File: src/design/pooled_linked_list_manager_core_macros.svh
// -----------------------------------------------------------------------------
// Assertion macros for the pooled linked list manager
// Shorthand for clocked implication checks with asynchronous reset disable.
// -----------------------------------------------------------------------------
`ifndef POOLED_LINKED_LIST_MANAGER_CORE_MACROS_SVH
`define POOLED_LINKED_LIST_MANAGER_CORE_MACROS_SVH

// Same-cycle implication.
`define PLLM_ASSERT_NOW(lbl, ante, cons, msg) \
  lbl: assert property (@(posedge clk_i) disable iff (!rst_ni) (ante) |-> (cons)) \
    else $error(msg);

// Next-cycle implication.
`define PLLM_ASSERT_NEXT(lbl, ante, cons, msg) \
  lbl: assert property (@(posedge clk_i) disable iff (!rst_ni) (ante) |=> (cons)) \
    else $error(msg);

`endif

File: src/design/pllm_pkg.sv
// -----------------------------------------------------------------------------
// pllm_pkg
// Shared types, codes and constants of the pooled linked list manager.
// -----------------------------------------------------------------------------
package pllm_pkg;

  localparam int unsigned PoolSizeDef = 16;
  localparam int unsigned ValueW      = 32;
  localparam int unsigned SlotW       = 4;
  localparam int unsigned CountW      = 5;

  typedef enum logic [1:0] {
    FUNC_INSERT = 2'd0,
    FUNC_DELETE = 2'd1,
    FUNC_SPLIT  = 2'd2
  } func_e;

  typedef enum logic [1:0] {
    ST_OK        = 2'd0,
    ST_FULL      = 2'd1,
    ST_NOT_FOUND = 2'd2
  } status_e;

  typedef struct packed {
    logic [1:0]               func;
    logic                     list_sel;
    logic signed [ValueW-1:0] value;
  } in_item_t;

  typedef struct packed {
    logic [1:0]        status;
    logic [SlotW-1:0]  slot;
    logic [CountW-1:0] moved_count;
  } out_item_t;

  // Request to the shared node compare unit.
  typedef struct packed {
    logic              even_mode;
    logic [ValueW-1:0] node_value;
    logic [ValueW-1:0] key;
  } cmp_req_t;

endpackage

File: src/design/pllm_ram.sv
// -----------------------------------------------------------------------------
// pllm_ram
// Generic single-write, single-read RAM with a registered read port.
// -----------------------------------------------------------------------------
module pllm_ram #(
  parameter int unsigned Width = 32,
  parameter int unsigned Depth = 16
) (
  input  logic                     clk_i,
  input  logic                     we_i,
  input  logic [$clog2(Depth)-1:0] waddr_i,
  input  logic [Width-1:0]         wdata_i,
  input  logic [$clog2(Depth)-1:0] raddr_i,
  output logic [Width-1:0]         rdata_o
);

  logic [Width-1:0] mem [Depth];

  always_ff @(posedge clk_i) begin
    if (we_i) begin
      mem[waddr_i] <= wdata_i;
    end
    rdata_o <= mem[raddr_i];
  end

endmodule

File: src/design/pllm_match.sv
// -----------------------------------------------------------------------------
// pllm_match
// Shared node compare unit: value match for delete, even test for split.
// -----------------------------------------------------------------------------
module pllm_match import pllm_pkg::*; (
  input  cmp_req_t req_i,
  output logic     hit_o
);

  always_comb begin
    if (req_i.even_mode) begin
      hit_o = ~req_i.node_value[0];
    end else begin
      hit_o = (req_i.node_value == req_i.key);
    end
  end

endmodule

File: src/design/pooled_linked_list_manager_core.sv
// Sequencing: an insert with a free node passes through S_INS to S_DONE; delete walks
// the list in S_DWALK up to the match, then S_DFIX when the match is not at the head;
// split walks the primary list in S_SWALK, adding S_SFIX per even node after a kept odd node.
// Throughput: one item at a time; the next item can be accepted in the cycle in which the
// result turns valid, and a stalled result holds the following item in its final state.
// Reset: lists empty, free list holds every node, ready at once; no clearing pass.
`include "pooled_linked_list_manager_core_macros.svh"
// -----------------------------------------------------------------------------
// pooled_linked_list_manager_core
// Node pool with a free list and two linked lists, driven by a small sequencer.
// -----------------------------------------------------------------------------
module pooled_linked_list_manager_core import pllm_pkg::*; #(
  parameter int unsigned PoolSize = PoolSizeDef
) (
  input  logic      clk_i,
  input  logic      rst_ni,
  input  logic      in_valid_i,
  output logic      in_stall_o,
  input  in_item_t  in_item_i,
  output logic      out_valid_o,
  input  logic      out_stall_i,
  output out_item_t out_item_o
);

  localparam int unsigned AW = $clog2(PoolSize);
  localparam int unsigned IW = $clog2(PoolSize + 1);
  localparam logic [IW-1:0] Nil = IW'(PoolSize);

  localparam logic [2:0] S_IDLE  = 3'd0;
  localparam logic [2:0] S_INS   = 3'd1;
  localparam logic [2:0] S_DWALK = 3'd2;
  localparam logic [2:0] S_DFIX  = 3'd3;
  localparam logic [2:0] S_SWALK = 3'd4;
  localparam logic [2:0] S_SFIX  = 3'd5;
  localparam logic [2:0] S_DONE  = 3'd6;

  logic [2:0]    state_q, state_d;
  in_item_t      op_q, op_d;
  logic [IW-1:0] free_head_q, free_head_d;
  logic [IW-1:0] pri_head_q, pri_head_d;
  logic [IW-1:0] sec_head_q, sec_head_d;
  logic [IW-1:0] fill_q, fill_d;
  logic [IW-1:0] cur_q, cur_d;
  logic [IW-1:0] prev_q, prev_d;
  logic [IW-1:0] nxt_q, nxt_d;
  logic [IW-1:0] moved_q, moved_d;
  out_item_t     res_q, res_d;
  logic          out_valid_q, out_valid_d;
  out_item_t     out_item_q, out_item_d;

  logic              nv_we, nn_we;
  logic [AW-1:0]     nv_waddr, nn_waddr, rd_addr;
  logic [ValueW-1:0] nv_wdata, val_rdata;
  logic [IW-1:0]     nn_wdata, next_rdata;

  cmp_req_t      cmp_req;
  logic          hit;
  logic          accept, out_free;
  logic [IW-1:0] ins_next, head_sel, moved_inc;

  pllm_ram #(.Width(ValueW), .Depth(PoolSize)) u_value_ram (
    .clk_i   (clk_i),
    .we_i    (nv_we),
    .waddr_i (nv_waddr),
    .wdata_i (nv_wdata),
    .raddr_i (rd_addr),
    .rdata_o (val_rdata)
  );

  pllm_ram #(.Width(IW), .Depth(PoolSize)) u_next_ram (
    .clk_i   (clk_i),
    .we_i    (nn_we),
    .waddr_i (nn_waddr),
    .wdata_i (nn_wdata),
    .raddr_i (rd_addr),
    .rdata_o (next_rdata)
  );

  assign cmp_req.even_mode  = (state_q == S_SWALK);
  assign cmp_req.node_value = val_rdata;
  assign cmp_req.key        = op_q.value;

  pllm_match u_match (
    .req_i (cmp_req),
    .hit_o (hit)
  );

  assign in_stall_o  = (state_q != S_IDLE);
  assign accept      = in_valid_i && !in_stall_o;
  assign out_free    = !out_valid_q || !out_stall_i;
  assign out_valid_o = out_valid_q;
  assign out_item_o  = out_item_q;

  // Nodes below the fill mark were never handed out; their free link is the next lower node.
  always_comb begin
    if (free_head_q < fill_q) begin
      ins_next = (free_head_q == '0) ? Nil : free_head_q - IW'(1);
    end else begin
      ins_next = next_rdata;
    end
  end

  assign head_sel  = in_item_i.list_sel ? sec_head_q : pri_head_q;
  assign moved_inc = hit ? moved_q + IW'(1) : moved_q;

  always_comb begin
    state_d     = state_q;
    op_d        = op_q;
    free_head_d = free_head_q;
    pri_head_d  = pri_head_q;
    sec_head_d  = sec_head_q;
    fill_d      = fill_q;
    cur_d       = cur_q;
    prev_d      = prev_q;
    nxt_d       = nxt_q;
    moved_d     = moved_q;
    res_d       = res_q;
    nv_we       = 1'b0;
    nv_waddr    = AW'(free_head_q);
    nv_wdata    = op_q.value;
    nn_we       = 1'b0;
    nn_waddr    = AW'(cur_q);
    nn_wdata    = free_head_q;
    rd_addr     = AW'(cur_q);

    out_valid_d = out_valid_q && out_stall_i;
    out_item_d  = out_item_q;

    unique case (state_q)
      S_IDLE: begin
        if (accept) begin
          op_d              = in_item_i;
          res_d.status      = ST_OK;
          res_d.slot        = '0;
          res_d.moved_count = '0;
          unique case (func_e'(in_item_i.func))
            FUNC_INSERT: begin
              if (free_head_q == Nil) begin
                res_d.status = ST_FULL;
                state_d      = S_DONE;
              end else begin
                rd_addr = AW'(free_head_q);
                state_d = S_INS;
              end
            end
            FUNC_DELETE: begin
              cur_d  = head_sel;
              prev_d = Nil;
              if (head_sel == Nil) begin
                res_d.status = ST_NOT_FOUND;
                state_d      = S_DONE;
              end else begin
                rd_addr = AW'(head_sel);
                state_d = S_DWALK;
              end
            end
            FUNC_SPLIT: begin
              sec_head_d = Nil;
              moved_d    = '0;
              cur_d      = pri_head_q;
              prev_d     = Nil;
              if (pri_head_q == Nil) begin
                state_d = S_DONE;
              end else begin
                rd_addr = AW'(pri_head_q);
                state_d = S_SWALK;
              end
            end
            default: begin
              state_d = S_DONE;
            end
          endcase
        end
      end

      S_INS: begin
        nv_we       = 1'b1;
        nv_waddr    = AW'(free_head_q);
        nv_wdata    = op_q.value;
        nn_we       = 1'b1;
        nn_waddr    = AW'(free_head_q);
        nn_wdata    = pri_head_q;
        free_head_d = ins_next;
        pri_head_d  = free_head_q;
        if (free_head_q < fill_q) begin
          fill_d = free_head_q;
        end
        res_d.slot = SlotW'(free_head_q);
        state_d    = S_DONE;
      end

      S_DWALK: begin
        if (hit) begin
          // Return the node to the free list now; relink its predecessor next cycle.
          nn_we       = 1'b1;
          nn_waddr    = AW'(cur_q);
          nn_wdata    = free_head_q;
          free_head_d = cur_q;
          res_d.slot  = SlotW'(cur_q);
          nxt_d       = next_rdata;
          if (prev_q == Nil) begin
            if (op_q.list_sel) begin
              sec_head_d = next_rdata;
            end else begin
              pri_head_d = next_rdata;
            end
            state_d = S_DONE;
          end else begin
            state_d = S_DFIX;
          end
        end else begin
          prev_d = cur_q;
          cur_d  = next_rdata;
          if (next_rdata == Nil) begin
            res_d.status = ST_NOT_FOUND;
            state_d      = S_DONE;
          end else begin
            rd_addr = AW'(next_rdata);
          end
        end
      end

      S_DFIX: begin
        nn_we    = 1'b1;
        nn_waddr = AW'(prev_q);
        nn_wdata = nxt_q;
        state_d  = S_DONE;
      end

      S_SWALK: begin
        moved_d = moved_inc;
        if (hit && (prev_q != Nil)) begin
          nn_we      = 1'b1;
          nn_waddr   = AW'(cur_q);
          nn_wdata   = sec_head_q;
          sec_head_d = cur_q;
          nxt_d      = next_rdata;
          state_d    = S_SFIX;
        end else begin
          if (hit) begin
            nn_we      = 1'b1;
            nn_waddr   = AW'(cur_q);
            nn_wdata   = sec_head_q;
            sec_head_d = cur_q;
            pri_head_d = next_rdata;
          end else begin
            prev_d = cur_q;
          end
          cur_d = next_rdata;
          if (next_rdata == Nil) begin
            res_d.moved_count = CountW'(moved_inc);
            state_d           = S_DONE;
          end else begin
            rd_addr = AW'(next_rdata);
          end
        end
      end

      S_SFIX: begin
        nn_we    = 1'b1;
        nn_waddr = AW'(prev_q);
        nn_wdata = nxt_q;
        cur_d    = nxt_q;
        if (nxt_q == Nil) begin
          res_d.moved_count = CountW'(moved_q);
          state_d           = S_DONE;
        end else begin
          rd_addr = AW'(nxt_q);
          state_d = S_SWALK;
        end
      end

      S_DONE: begin
        if (out_free) begin
          out_valid_d = 1'b1;
          out_item_d  = res_q;
          state_d     = S_IDLE;
        end
      end

      default: begin
        state_d = S_IDLE;
      end
    endcase
  end

  always_ff @(posedge clk_i or negedge rst_ni) begin
    if (!rst_ni) begin
      state_q     <= S_IDLE;
      free_head_q <= IW'(PoolSize - 1);
      pri_head_q  <= Nil;
      sec_head_q  <= Nil;
      fill_q      <= Nil;
      out_valid_q <= 1'b0;
    end else begin
      state_q     <= state_d;
      free_head_q <= free_head_d;
      pri_head_q  <= pri_head_d;
      sec_head_q  <= sec_head_d;
      fill_q      <= fill_d;
      out_valid_q <= out_valid_d;
    end
  end

  always_ff @(posedge clk_i) begin
    op_q       <= op_d;
    cur_q      <= cur_d;
    prev_q     <= prev_d;
    nxt_q      <= nxt_d;
    moved_q    <= moved_d;
    res_q      <= res_d;
    out_item_q <= out_item_d;
  end

  `PLLM_ASSERT_NEXT(a_busy_after_accept, accept, state_q != S_IDLE, "idle right after accept")
  `PLLM_ASSERT_NOW(a_fresh_head, free_head_q < fill_q, free_head_q == fill_q - IW'(1),
    "free head below fill mark is not the next fresh node")
  `PLLM_ASSERT_NEXT(a_result_posted, (state_q == S_DONE) && out_free,
    out_valid_o && (state_q == S_IDLE), "finished item was not posted")

endmodule
File: config.mk
export PLATFORM = sky130hd
export DESIGN_NAME = pooled_linked_list_manager_core
export DESIGN_NICKNAME = d
export VERILOG_FILES = /design/src/design/pllm_pkg.sv /design/src/design/pllm_ram.sv /design/src/design/pllm_match.sv /design/src/design/pooled_linked_list_manager_core.sv
export VERILOG_INCLUDE_DIRS = /design/src /design/src/design
export SDC_FILE = /design/constraint.sdc
export NUM_CORES = 1
export LEC_CHECK = 0
export ABC_AREA = 0
export ABC_CLOCK_PERIOD_IN_PS = 4100
export BUFFER_PORTS_ARGS = -buffer_cell sky130_fd_sc_hd__buf_2
export CAP_MARGIN = 20
export CORE_AREA = 2 2 245 247
export DETAILED_ROUTE_END_ITERATION = 10
export DIE_AREA = 0 0 247 249
export GPL_TIMING_DRIVEN = 0
export PLACE_DENSITY = 0.65
export SKIP_LAST_GASP = 1
export SYNTH_ARGS = -nofsm -noshare
export SYNTH_HDL_FRONTEND = slang
export SYNTH_SLANG_ARGS = --single-unit
File: constraint.sdc
create_clock -name clk_i -period 4.1 [get_ports clk_i]
set_input_delay 0.41 -clock clk_i [delete_from_list [all_inputs] [get_ports clk_i]]
set_output_delay 0.41 -clock clk_i [all_outputs]
set_load 0.03 [all_outputs]
Yosys cells after proc, flatten, opt, wreduce, memory -nomap -nowiden --
Memories as Yosys holds them, arrays and structs flattened. A register that Yosys moved wholly into a read port is not among the register bits. Cells that the tools add are included.
Storage, ports and cells: input port bits 39, register bits 99, RAM bits 592, output and inout bits 13, word-level logic and storage cells 179, memories 2
Cells by class: mux-type cells 84, eq/ne operators 33, $add $sub $neg 2, bitwise logic cells 1, $lt $le $gt $ge 1, reduce and logical (&&, ||, !) cells 38
Memory list:
- u_value_ram.mem | depth 16, width 32, read ports 1, clocked after Yosys merged registers in 1, write ports 1, line pllm_ram.sv:17 | logic [Width-1:0] mem [Depth];
- u_next_ram.mem | depth 16, width 5, read ports 1, clocked after Yosys merged registers in 1, write ports 1, line pllm_ram.sv:17
Operators by type and width (count):
- two-way mux 5 bit | 31
- one-hot mux 5 bit (3 select lines) | 5
- one-hot mux 5 bit (2 select lines) | 4
- two-way mux 4 bit | 9
- equality test 32 bit | 1
- equality test 5 bit, second input constant | 6
- two-way mux 3 bit | 8
- one-hot mux 4 bit (3 select lines) | 2
- != test 2 bit, second input constant | 11
- one-hot mux 5 bit (4 select lines) | 1
- one-hot mux 3 bit (6 select lines) | 1
- one-hot mux 4 bit (4 select lines) | 1
- nonzero test 3 bit | 5
- two-way mux 1 bit | 11
- two-way mux 11 bit | 1
- two-way mux 2 bit | 5
- AND reduction 2 bit | 5
- AND reduction 5 bit | 2
- equality test 3 bit, second input constant | 3
- one-hot mux 3 bit (3 select lines) | 1
- AND reduction 3 bit | 3
- != test 2 x 1 -> 1 bit, second input constant | 4
- one-hot mux 2 bit (2 select lines) | 2
- one-hot mux 4 bit (2 select lines) | 1
- 24 further kinds | 36

Logic depth before layout (Yosys ltp) --
Gate-level depths: netlist of the first run.
word-level depth 7, gate-level depth with buffers 14, mapped depth without buffers 11

By module --
Synthesis of the first run repeated with hierarchy kept, for this count alone.
Second synthesis, totals: cell total of the unflattened synthesis 1542, area total of the unflattened synthesis 28700.0 µm²
By module, submodules not included:
- pllm_ram at u_value_ram | cells each 838, seq. area each 16015.4 µm², instances 1, area an instance 19835.3 µm²
- pooled_linked_list_manager_core | cells each 504, seq. area each 2861.5 µm², instances 1, area an instance 5292.6 µm²
- pllm_ram at u_next_ram | cells each 155, seq. area each 2502.4 µm², instances 1, area an instance 3213.1 µm²
- pllm_match | cells each 45, seq. area each 0.0 µm², instances 1, area an instance 359.1 µm²

Worst setup path after synthesis of the first run --
No wires, ideal clock.
path kind register to register, start register op_q (netlist bit nv_wdata[6]), end register u_value_ram.rdata_o[10] (read register of u_value_ram.mem), buffers on the path 3, data arrival time 3485 ps, data required time 3966 ps, period minus slack after synthesis 3619 ps, path slack 481 ps, stages on the path, launching flop included 13, setup time 134 ps, cells stage by stage edfxtp_1 -> xnor2_1 -> nand4_1 -> nor4_1 -> and2_1 -> o22ai_1 -> a2111oi_2 -> buf_2 -> buf_4 -> clkbuf_1 -> mux2i_1 -> o22ai_1 -> or4_1
Between the ends: word-level cells in the longest chain between the ends 5, elaborated cells between the ends (all ways) 6, classes of those cells eq/ne: 1; mux: 4; reduce/logical: 1
RTL lines:
- from (decl) | line pooled_linked_list_manager_core.sv:38 | in_item_t op_q, op_d;
- from (signal assigned) | line pooled_linked_list_manager_core.sv:306 | op_q <= op_d;
- equality test 32 bit (*) | line pllm_match.sv:14 | hit_o = (req_i.node_value == req_i.key);
- two-way mux 1 bit (*) | line pllm_match.sv:11 | if (req_i.even_mode) begin
- logical AND 1 bit | line pooled_linked_list_manager_core.sv:232 | if (hit && (prev_q != Nil)) begin
- two-way mux 4 bit | line pooled_linked_list_manager_core.sv:232
- one-hot mux 4 bit (4 select lines) (*) | line pooled_linked_list_manager_core.sv:129 | unique case (state_q)
- to (decl) | line pllm_ram.sv:14 | output logic [Width-1:0] rdata_o
Mark *: on every way between the ends. The rest lies on a longest branch, timed or not. A chain may end at the register's enable or synchronous reset.

Worst setup path after layout of the first run --
start register op_q (netlist bit nv_wdata[1]), end register u_value_ram.rdata_o[21] (read register of u_value_ram.mem)
The elaborated chain is that of the path after synthesis.

==> results of run 1 <==
==> logic make-up after synthesis <==
family / Yosys count / synth area share, %
and+or+nand+nor: 272 / 5.01
adders and majority gates: 14 / 0.599
muxes: 333 / 11.4
AOI/OAI and AO/OA: 304 / 6.63
DFF: 728 / 73.2
buffers and inverters: 119 / 2.04
xor gates and xnor gates: 37 / 1.11
==> placed cells by master (no fill, tap or decap), drive strengths merged, types with 7 or more instances in the layout <==
cell / count
a21o: 13
nor2: 71
edfxtp: 667
dfxtp: 37
nor2b: 9
clkinv: 19
nand4: 10
inv: 25
or4: 38
nand2b: 11
clkbuf: 141
mux2: 9
xnor2: 35
o22ai: 156
nand2: 58
dfrtp: 17
o21ai: 37
nand3: 16
mux2i: 324
dlygate4sd3: 30
buf: 178
a21oi: 46
ha: 14
nor3: 12
dfstp: 7
and2: 18
==> critical path, cell delays in order (launching register included) <==
cell	delay, ns
edfxtp_1	0.49
xnor2_1	0.33
nand4_1	0.29
nor4_4	0.21
buf_4	0.18
and2_2	0.21
o22ai_1	0.13
a2111oi_2	0.48
buf_4	0.28
buf_12	0.20
clkbuf_8	0.24
mux2i_1	0.26
o22ai_1	0.13
or4_1	0.52
==> stage by stage <==
step | power (uW) | setup TNS (ns) | hold slack [ns] | worst slack, ns
2_1_floorplan | 16900 | 0 | 0.114 | 0.481
3_3_place_gp | 20300 | -217.86 | 0.401 | -1.71
3_5_place_dp | 20500 | -110.22 | 0.406 | -1.54
4_1_cts | 27400 | 0 | 0.00794 | 0.000338
5_1_grt | 29000 | -0.198 | 0.0107 | -0.0386
6_report | 27900 | 0 | 0.0367 | 0.0233
==> power groups by stage <==
stage | Clock, uW | Sequential (uW) | Combinational (uW)
final | 6590 | 10100 | 11200
after global routing | 6970 | 10100 | 11900
after CTS | 6670 | 10000 | 10700
after detailed placement | 0 | 10300 | 10100
after global placement | 0 | 10300 | 9960
after floorplan | 0 | 10000 | 6860
==> metal layers <==
layer  GRT usage (%)  wire, um
met1            36.1     33600
met2            39.4     36200
met3            4.57      5760
met4            6.87      1760
met5               0         0
==> final timing paths <==
path                               from                       to  slack [ns]  depth (start not counted)
setup reg to reg            nv_wdata[1]  u_value_ram.rdata_o[21]        0.02                         13
setup / recovery            nv_wdata[1]  u_value_ram.rdata_o[21]        0.02                         13
hold / removal             in_item_i[0]              nv_wdata[0]        0.04                          1
min in group asynchronous        rst_ni              out_valid_o        0.33                          2
max in group asynchronous        rst_ni           free_head_q[4]        3.32                          2
hold reg to reg                res_q[7]            out_item_o[7]        0.42                          0
==> sequential cells by signal, summed over array words and instances, names as in the netlist, 3 cells and up <==
register	cells
res_q	11
sec_head_q	5
out_item_o	11
fill_q	5
nv_wdata	32
nxt_q	5
free_head_q	5
u_value_ram.rdata_o	32
pri_head_q	5
moved_q	5
state_q	3
u_next_ram.rdata_o	5
cur_q	5
u_next_ram.mem	80
prev_q	5
u_value_ram.mem	512
==> repair_timing <==
action | 4_1_cts | 5_1_grt
hold endpoints to repair | 46 | 0
gates resized for setup | 71 | 80
setup endpoints to repair | 146 | 66
hold buffers | 30 | 0
buffers inserted | 36 | 4
pin swaps | 7 | 6
==> final cells by class <==
cell class / instances / area (um2)
clock inverters: 27 / 251
multi-input cells: 960 / 7460
well taps: 773 / 967
plain buffers: 95 / 769
fillers: 4442 / 24400
repair buffers: 144 / 1270
flip-flops and latches: 728 / 21400
inverters: 20 / 76.3
clock buffers: 110 / 2130
==> results.toml, run 1 <==
[outcome]
status = "finished clean"

[floorplanning]
die_w_um = 247
ios = 52
dieArea_mm2 = 0.0615
initial_core_util_pct = 49.8
die_h_um = 249
std_cell_rows = 89
core_region_area_mm2 = 0.0587

[power]
intPower_uw = 17600
cellLeakagePower_uw = 0.0128
p_seq_share_pct = 36.1
p_switching_uw = 10200
p_comb_share_pct = 40.2
power_density_mw_per_mm2 = 812
irDropWorstVdd_mv = 0.470
p_sw_share_pct = 36.6
clkPwrFrac_pct = 23.7

[global_route]
grt_pass1_wl_um = 112000
grt_start_max_net_pins = 28
track_usage_pct = 25.1
antenna_found_initial = 0
grt_overflow = 0
grt_pass1_vias = 16909

[clock_tree]
cts_tree = "yes"
cts_buffer_depth = 3
cts_num_sinks = 728
cts_buffers = 74
clkLatencyLatePin_ns = 0.63
cts_max_level = 3
root_buffer = "clkbuf_16"
path_clk_slew_ns = 0.06

[critical_path]
critPathKind = "reg2reg"
cp-start-kind = "flop"
cp-end-kind = "flop"
crit_fanout = 10
cp.required_ns = 4.60
crit_arrival_ns = 4.57

[detailed_routing]
postRouteAntennaNets = 0
dr_total_vias = 17139
wl_per_cell_um = 27.0
drt_pass1_iterations = 5
routed_wl_um = 77300
drc = 0
drt_iter0_drc = 1758
viasPerCell = 6.00

[yosys]
synth_flop_cell = "edfxtp_1"
synth_seq_cells = 728
synth_warnings = 0
synth.area.top_cells = "edfxtp_1, mux2i_1, o22ai_1"
synth_top_area_share_pct = 68.5
syn_area_per_cell_um2 = 16.2
synth.distinct_cells = 74
synth.most_common_cell = "edfxtp_1"
synth_cells = 1807
synthTopCellsByCount = "edfxtp_1, mux2i_1, o22ai_1"
syn_nets = 1860
synth-async-reset-ratio_pct = 3.30
ys_seq_area_share_pct = 73.2
yosysTopAreaCell = "edfxtp_1"
synth_area_mm2 = 0.0292
synth_edf_count = 667

[min_path]
hold_class = "in2reg"

[final_layout]
layout-drive-gt1-share_pct = 17.4
fin_area_mm2 = 0.0343
instances_no_fill = 2857
antenna_cells = 0
nNetsFinal = 2076
final_core_util_pct = 58.5
syn_to_final_growth_pct = 17.4

[flow_run]
max_cap_viol_count = 0

[placed_design]
place_area_mm2 = 0.0309
portBuffers = 51
place.gp.congestion = 0.918
hpwl_um = 48300
numPlacedInstances = 2652

[timing]
fin_skew_ns = 0.0338
worst_pin_slew_ns = 0.955
hold_viol = 0
grt_setup_unrepaired = "yes"
setup_viol = 0
period_share_pct = 99.4
timing.final.max_slew_violations = 0
fmax_mhz = 245
min_period_ns = 4.08
slew_headroom_pct = 36.4
Note: power is estimated with default switching activity, not from simulation.
==> inputs of run 2 (changes only) <==
CORE_AREA = 2 2 313 191   (was 2 2 245 247)
DIE_AREA = 0 0 315 193   (was 0 0 247 249)
SYNTH_HIERARCHICAL = 1   (was unset)
==> run 2 against run 1 <==
  * The run now ends with setup timing left
  * Sequential share of layout area is 0.39 points higher
  * Register-to-register slack worse by 0.05 ns
  * Setup slack worse by 0.049 ns
  * Non-clock buffer count is 3 higher
  * Flip-flop and latch count stayed put
  * Die area is 1.2% lower
  * Global-route usage is 0.083 points lower
  * Cell count is 8.9% lower
  * Design area is 0.62% lower
  * Wire length is 2.9% lower
  * Critical path type unchanged
==> results.toml, run 2 <==
[final_layout]
nFillCells = 4324
layout_common_cells = "edfxtp_1, mux4_2, nand2_1, clkbuf_16, buf_2"
top_regs = "u_value_ram/mem (512), u_next_ram/mem (80)"
regMostFlops = "u_value_ram/mem"
layout-drive-gt1-share_pct = 28.5
instances_no_fill = 2604
final_core_util_pct = 58.5
largest_reg_flops = 512
layout_commonest_cell = "edfxtp_1"
syn_to_final_growth_pct = 18.8
nNetsFinal = 1820
seqCellArea_mm2 = 0.0214
multi_input_area_mm2 = 0.00724

[timing]
finalSetupTns_ns = -0.0258
worst_pin_slew_ns = 1.00
slew_headroom_pct = 32.8
grt_setup_unrepaired = "yes"
setup_slack_ns = -0.0258
timing.final.max_slew_violations = 0
hold_viol = 0
fmax_mhz = 242
fin_skew_ns = 0.0297
setup_viol = 1
period_share_pct = 101
fin_hold_ws_ns = 0.0206
min_period_ns = 4.13

[global_route]
grt_pass1_wl_um = 108000
track_usage_pct = 25.0
grt_pass1_vias = 15435
grt_start_max_net_pins = 25
antenna_found_initial = 0
grt_overflow = 0

[placed_design]
place.gp.congestion = 0.998
hpwl_um = 49000
portBuffers = 51
numPlacedInstances = 2401

[critical_path]
crit-reg2reg-launch = "state_q[0]"
crit_arrival_ns = 4.62
r2r_cells = 16
crit_fanout = 12
reg2reg_slack_ns = -0.03
cp.required_ns = 4.59
critPathKind = "reg2reg"
cp-start-kind = "flop"
cp-end-kind = "flop"
rr_endpoint = "u_value_ram/rdata_o[8]"

[yosys]
synth.area.top_cells = "edfxtp_1, mux4_2, dfxtp_1"
synth_simple_gate_area_share_pct = 4.16
synth_top_family_by_area = "multiplexers"
synth_flop_cell = "edfxtp_1"
synth_seq_cells = 728
ys_seq_area_share_pct = 74.5
syn_nets = 1592
synth_edf_count = 667
synth.most_common_cell = "edfxtp_1"
synth-xor-area-share_pct = 1.19
yosysTopAreaCell = "edfxtp_1"
synth_warnings = 6
syn_area_per_cell_um2 = 18.6
synth-async-reset-ratio_pct = 3.30
synthTopCellsByCount = "edfxtp_1, mux4_2, nand2_1"
synthMuxAreaShare_pct = 12.5
synth_cells = 1542
synth_top_area_share_pct = 69.8
synthAdderAreaFrac_pct = 0.480
synth_area_mm2 = 0.0287
synth.distinct_cells = 67
synth_compound_area_share_pct = 5.48

[detailed_routing]
viasPerCell = 6.17
postRouteAntennaNets = 0
routed_wl_um = 75000
dr_total_vias = 16061
drt_iter0_drc = 1941
drc = 0
drt_pass1_iterations = 5
wl_per_cell_um = 28.8

[min_path]
hold_path_depth = 1
hold_class = "in2reg"
hold_end = "nv_wdata[15]"
worstHoldStart = "in_item_i[15]"

[floorplanning]
dieArea_mm2 = 0.0608
core_region_area_mm2 = 0.0583
die_h_um = 193
initial_core_util_pct = 49.2
ios = 52
die_w_um = 315
std_cell_rows = 69

[clock_tree]
cts_buffer_depth = 3
cts_buffers = 68
clkLatencyLatePin_ns = 0.62
cts_max_level = 3
cts_tree = "yes"
path_clk_slew_ns = 0.06
cts_num_sinks = 728
root_buffer = "clkbuf_16"

[outcome]
status = "complete, but fails checks"
violations = "setup timing"

[flow_run]
max_cap_viol_count = 0
==> run 2: cell types whose count changed after synthesis, moves of 12 or more <==
cell	change
buf_2	-17
and2_1	-12
a21oi_1	-15
mux4_2	+148
mux2i_1	-307
nand2_1	+36
a22oi_1	+68
buf_6	-12
or4_1	-38
o22ai_1	-142
==> run 2: logic make-up (layout without fill, tap and decap cells) <==
family | Yosys count | after routing
and+or+nand+nor | 257 | 257
buffers and inverters | 111 | 391
AOI/OAI and AO/OA | 224 | 224
other | 0 | 1
muxes | 173 | 173
DFF | 728 | 728
xor gates and xnor gates | 38 | 38
adders and majority gates | 11 | 11
==> run 2: worst max-delay path by stage <==
stage | cells past startpoint | slack (ns) | start | endpoint
final | 16 | -0.03 | state_q[0] | u_value_ram/rdata_o[8]
after global routing | 15 | -0.16 | nv_wdata[24] | u_value_ram/rdata_o[14]
after CTS | 13 | -0.04 | nv_wdata[24] | u_value_ram/rdata_o[8]
after detailed placement | 15 | -2.03 | nv_wdata[24] | u_value_ram/rdata_o[15]
after global placement | 6 | -3.21 | state_q[2] | u_value_ram/mem[12][0]
after floorplan | 6 | 0.07 | state_q[2] | u_value_ram/mem[4][0]
==> run 2: final cells by class <==
cell class / count / share of cell area (%)
plain buffers: 84 / 2.07
multi-input cells: 703 / 21.2
clock inverters: 36 / 0.840
clock buffers: 86 / 5.52
repair buffers: 158 / 4.46
well taps: 781 / 2.87
flip-flops and latches: 728 / 62.7
inverters: 27 / 0.297
diodes: 1 / 0.00734
==> run 2: worst max-delay path, cell delays in order (launching register included) <==
cell	delay (ns)
dfrtp_1	0.37
buf_2	0.22
nor2_4	0.13
nand2_2	0.15
inv_2	0.21
nor3_1	0.08
a32o_2	0.35
clkbuf_8	0.20
clkbuf_8	0.19
and2_1	0.28
o31ai_1	0.43
nand3_4	0.28
nor2b_1	0.21
clkbuf_1	0.19
clkbuf_4	0.29
a22oi_1	0.31
nand2_1	0.10
==> run 2: stage by stage <==
stage / instance area (um2) / setup WS, ns
2_1_floorplan: 28700 / 0.0705
3_3_place_gp: 29900 / -3.21
3_5_place_dp: 30500 / -2.03
4_1_cts: 33700 / -0.0353
5_1_grt: 34100 / -0.157
6_report: 34100 / -0.0258
==> run 2: layer usage <==
metal | GRT usage, % | vias up | share of wire, %
met1 | 41.1 | 8418 | 47
met5 | 0 | - | 0
li1 | - | 6736 | -
met3 | 7.01 | 80 | 12
met4 | 5.02 | 0 | 1.3
met2 | 33.0 | 827 | 41
==> run 2: what timing repair did <==
action                                  in CTS  in global routing
hold buffers                                29                  0
endpoints found under the setup margin     208                 72
gates cloned                                 2                  4
buffers inserted                            37                  7
pin swaps                                    9                 24
gates resized for setup                    126                 65
hold endpoints to repair                    45                  0
Power of run 2 is not shown: default switching activity piles up to over one toggle a cycle in this logic, so the estimate is an artifact.
==> inputs of run 3 (changes only) <==
PLACE_DENSITY = 0.69   (was 0.65)
==> run 3 against run 2 <==
  * The run still ends with setup timing left
  * Critical path type unchanged
  * Via count increased by 2.0%
  * Flip-flop and latch count did not move
  * Hold slack got worse by 0.0078 ns
  * Clock-buffer cell count grew 9
  * Clock skew fell by 0.0026 ns
  * Register-to-register slack lost 0.09 ns
  * Sequential share of layout area shrank 0.85 points
==> results.toml, run 3 (synthesized netlist as in run 2, its figures left out) <==
[outcome]
status = "complete, but fails checks"
violations = "setup timing"

[critical_path]
crit_arrival_ns = 4.70
crit_chain = "xnor2_4 > nand4_1 > nor4_2 > a32o_2 > clkbuf_8 > clkbuf_8 > a21oi_1 > a221oi_2 > o21ai_4 > buf_4 > buf_12 > buf_4 > buf_12 > mux4_2 > a22oi_1 > nand2_1"
critPathKind = "reg2reg"
critPathSlowestCell = "edfxtp_1"
cp-end-kind = "flop"
cp_slowest_stage_delay_ns = 0.51
crit_fanout = 10
cp-start-kind = "flop"
r2r_cells = 16
cp.required_ns = 4.59

[floorplanning]
std_cell_rows = 69
core_region_area_mm2 = 0.0583
ios = 52
dieArea_mm2 = 0.0608
die_w_um = 315
initial_core_util_pct = 49.2
die_h_um = 193

[timing]
slew_headroom_pct = 31.3
timing.final.max_slew_violations = 0
grt_setup_unrepaired = "yes"
min_period_ns = 4.22
fmax_mhz = 237
period_share_pct = 103
fin_hold_ws_ns = 0.0127
setup_viol = 31
setup_slack_ns = -0.117
fin_skew_ns = 0.0270
hold_viol = 0
worst_pin_slew_ns = 1.02

[min_path]
hold_class = "in2reg"
hold_path_depth = 1

[detailed_routing]
dr_total_vias = 16375
dr.max_layer_used = "met5"
drc = 0
m1WireLength_um = 33000
wl_met2_um = 30000
wl_met3_um = 9140
drt_iter0_drc = 2724
postRouteAntennaNets = 0
wl_per_cell_um = 28.0
drt_pass1_iterations = 6
routed_wl_um = 73300
viasPerCell = 6.25

[final_layout]
top_regs = "u_value_ram/mem (512), u_next_ram/mem (80)"
layout_common_cells = "edfxtp_1, mux4_2, nand2_1, clkbuf_16, buf_2"
fin_area_mm2 = 0.0346
instances_no_fill = 2620
nNetsFinal = 1833
antenna_cells = 0
nFillCells = 4167
syn_to_final_growth_pct = 20.4
layout_commonest_cell = "edfxtp_1"
layout-drive-gt1-share_pct = 29.3
regMostFlops = "u_value_ram/mem"
largest_reg_flops = 512

[clock_tree]
cts_tree = "yes"
cts_num_sinks = 728
cts_max_level = 3
clkLatencyLatePin_ns = 0.62
cts_buffer_depth = 3
cts_buffers = 68
root_buffer = "clkbuf_16"
path_clk_slew_ns = 0.07

[global_route]
grt_start_max_net_pins = 25
track_usage_pct = 24.3
grt_overflow = 0
grt_pass1_wl_um = 105000
antenna_found_initial = 2
grt_pass1_vias = 15336

[placed_design]
portBuffers = 51
numPlacedInstances = 2400
pre_cts_slack_ns = -2.14
hpwl_um = 46600
place_area_mm2 = 0.0305
place.gp.congestion = 0.997

[flow_run]
max_cap_viol_count = 0
==> run 3: cell count changes in the layout (fill, tap and decap cells not counted), moves of 3 or more <==
cell	previous run	this run
a22oi_1	48	43
a22oi_2	22	27
buf_12	30	24
buf_16	3	13
buf_4	47	57
buf_8	4	1
bufinv_16	4	8
clkbuf_1	34	43
clkinv_1	11	5
clkinv_2	14	8
==> run 3: final cells by class <==
| class | count | area, um2 | share of cell area, % |
|---|---|---|---|
| Buffer | 84 | 768 | 2.22 |
| Clock buffer | 95 | 1890 | 5.48 |
| Clock inverter | 31 | 437 | 1.26 |
| Inverter | 27 | 105 | 0.304 |
| Multi-Input combinational cell | 703 | 7260 | 21.0 |
| Sequential cell | 728 | 21400 | 61.9 |
| Tap cell | 781 | 977 | 2.83 |
| Timing Repair Buffer | 171 | 1740 | 5.03 |
==> run 3: worst max-delay path, delay by kind of cell, from the launching register on <==
family / cells / cell delay (ns)
XOR/XNOR: 1 / 0.33
AND/OR/NAND/NOR: 3 / 0.68
buffers and inverters: 6 / 1.02
AO/OA/AOI/OAI: 5 / 1.11
flip-flops: 1 / 0.51
multiplexers: 1 / 0.42
==> run 3: what timing repair did <==
action / 4_1_cts / 5_1_grt
hold buffers: 29 / 0
endpoints found under the hold margin: 45 / 0
setup buffers: 37 / 18
pin swaps: 10 / 14
gates cloned: 3 / 6
endpoints found under the setup margin: 216 / 72
resized for setup: 129 / 63
==> run 3: worst paths after layout <==
path,from,to,slack (ns)
min in group asynchronous,rst_ni,sec_head_q[2],0.34
worst min register to register,res_q[6],out_item_o[6],0.42
max in group asynchronous,rst_ni,free_head_q[0],3.38
worst min-delay path,in_item_i[4],nv_wdata[4],0.01
worst max register to register,nv_wdata[24],u_value_ram/rdata_o[11],-0.12
worst max-delay path,nv_wdata[24],u_value_ram/rdata_o[11],-0.12
==> run 3: metal layers <==
metal | vias to the layer above | track usage [%]
li1 | 6777 | -
met1 | 8478 | 40.1
met2 | 1024 | 32.4
met3 | 94 | 5.91
met4 | 2 | 4.95
met5 | - | 0
==> run 3: stage by stage <==
stage	TNS (ns)	util, %
2_1_floorplan	0	-
3_3_place_gp	-905.11	51.4
3_5_place_dp	-214.82	52.4
4_1_cts	-0.0151	58.3
5_1_grt	-2.27	59.3
6_report	-1.32	59.3
Power of run 3 is left out for the same reason.
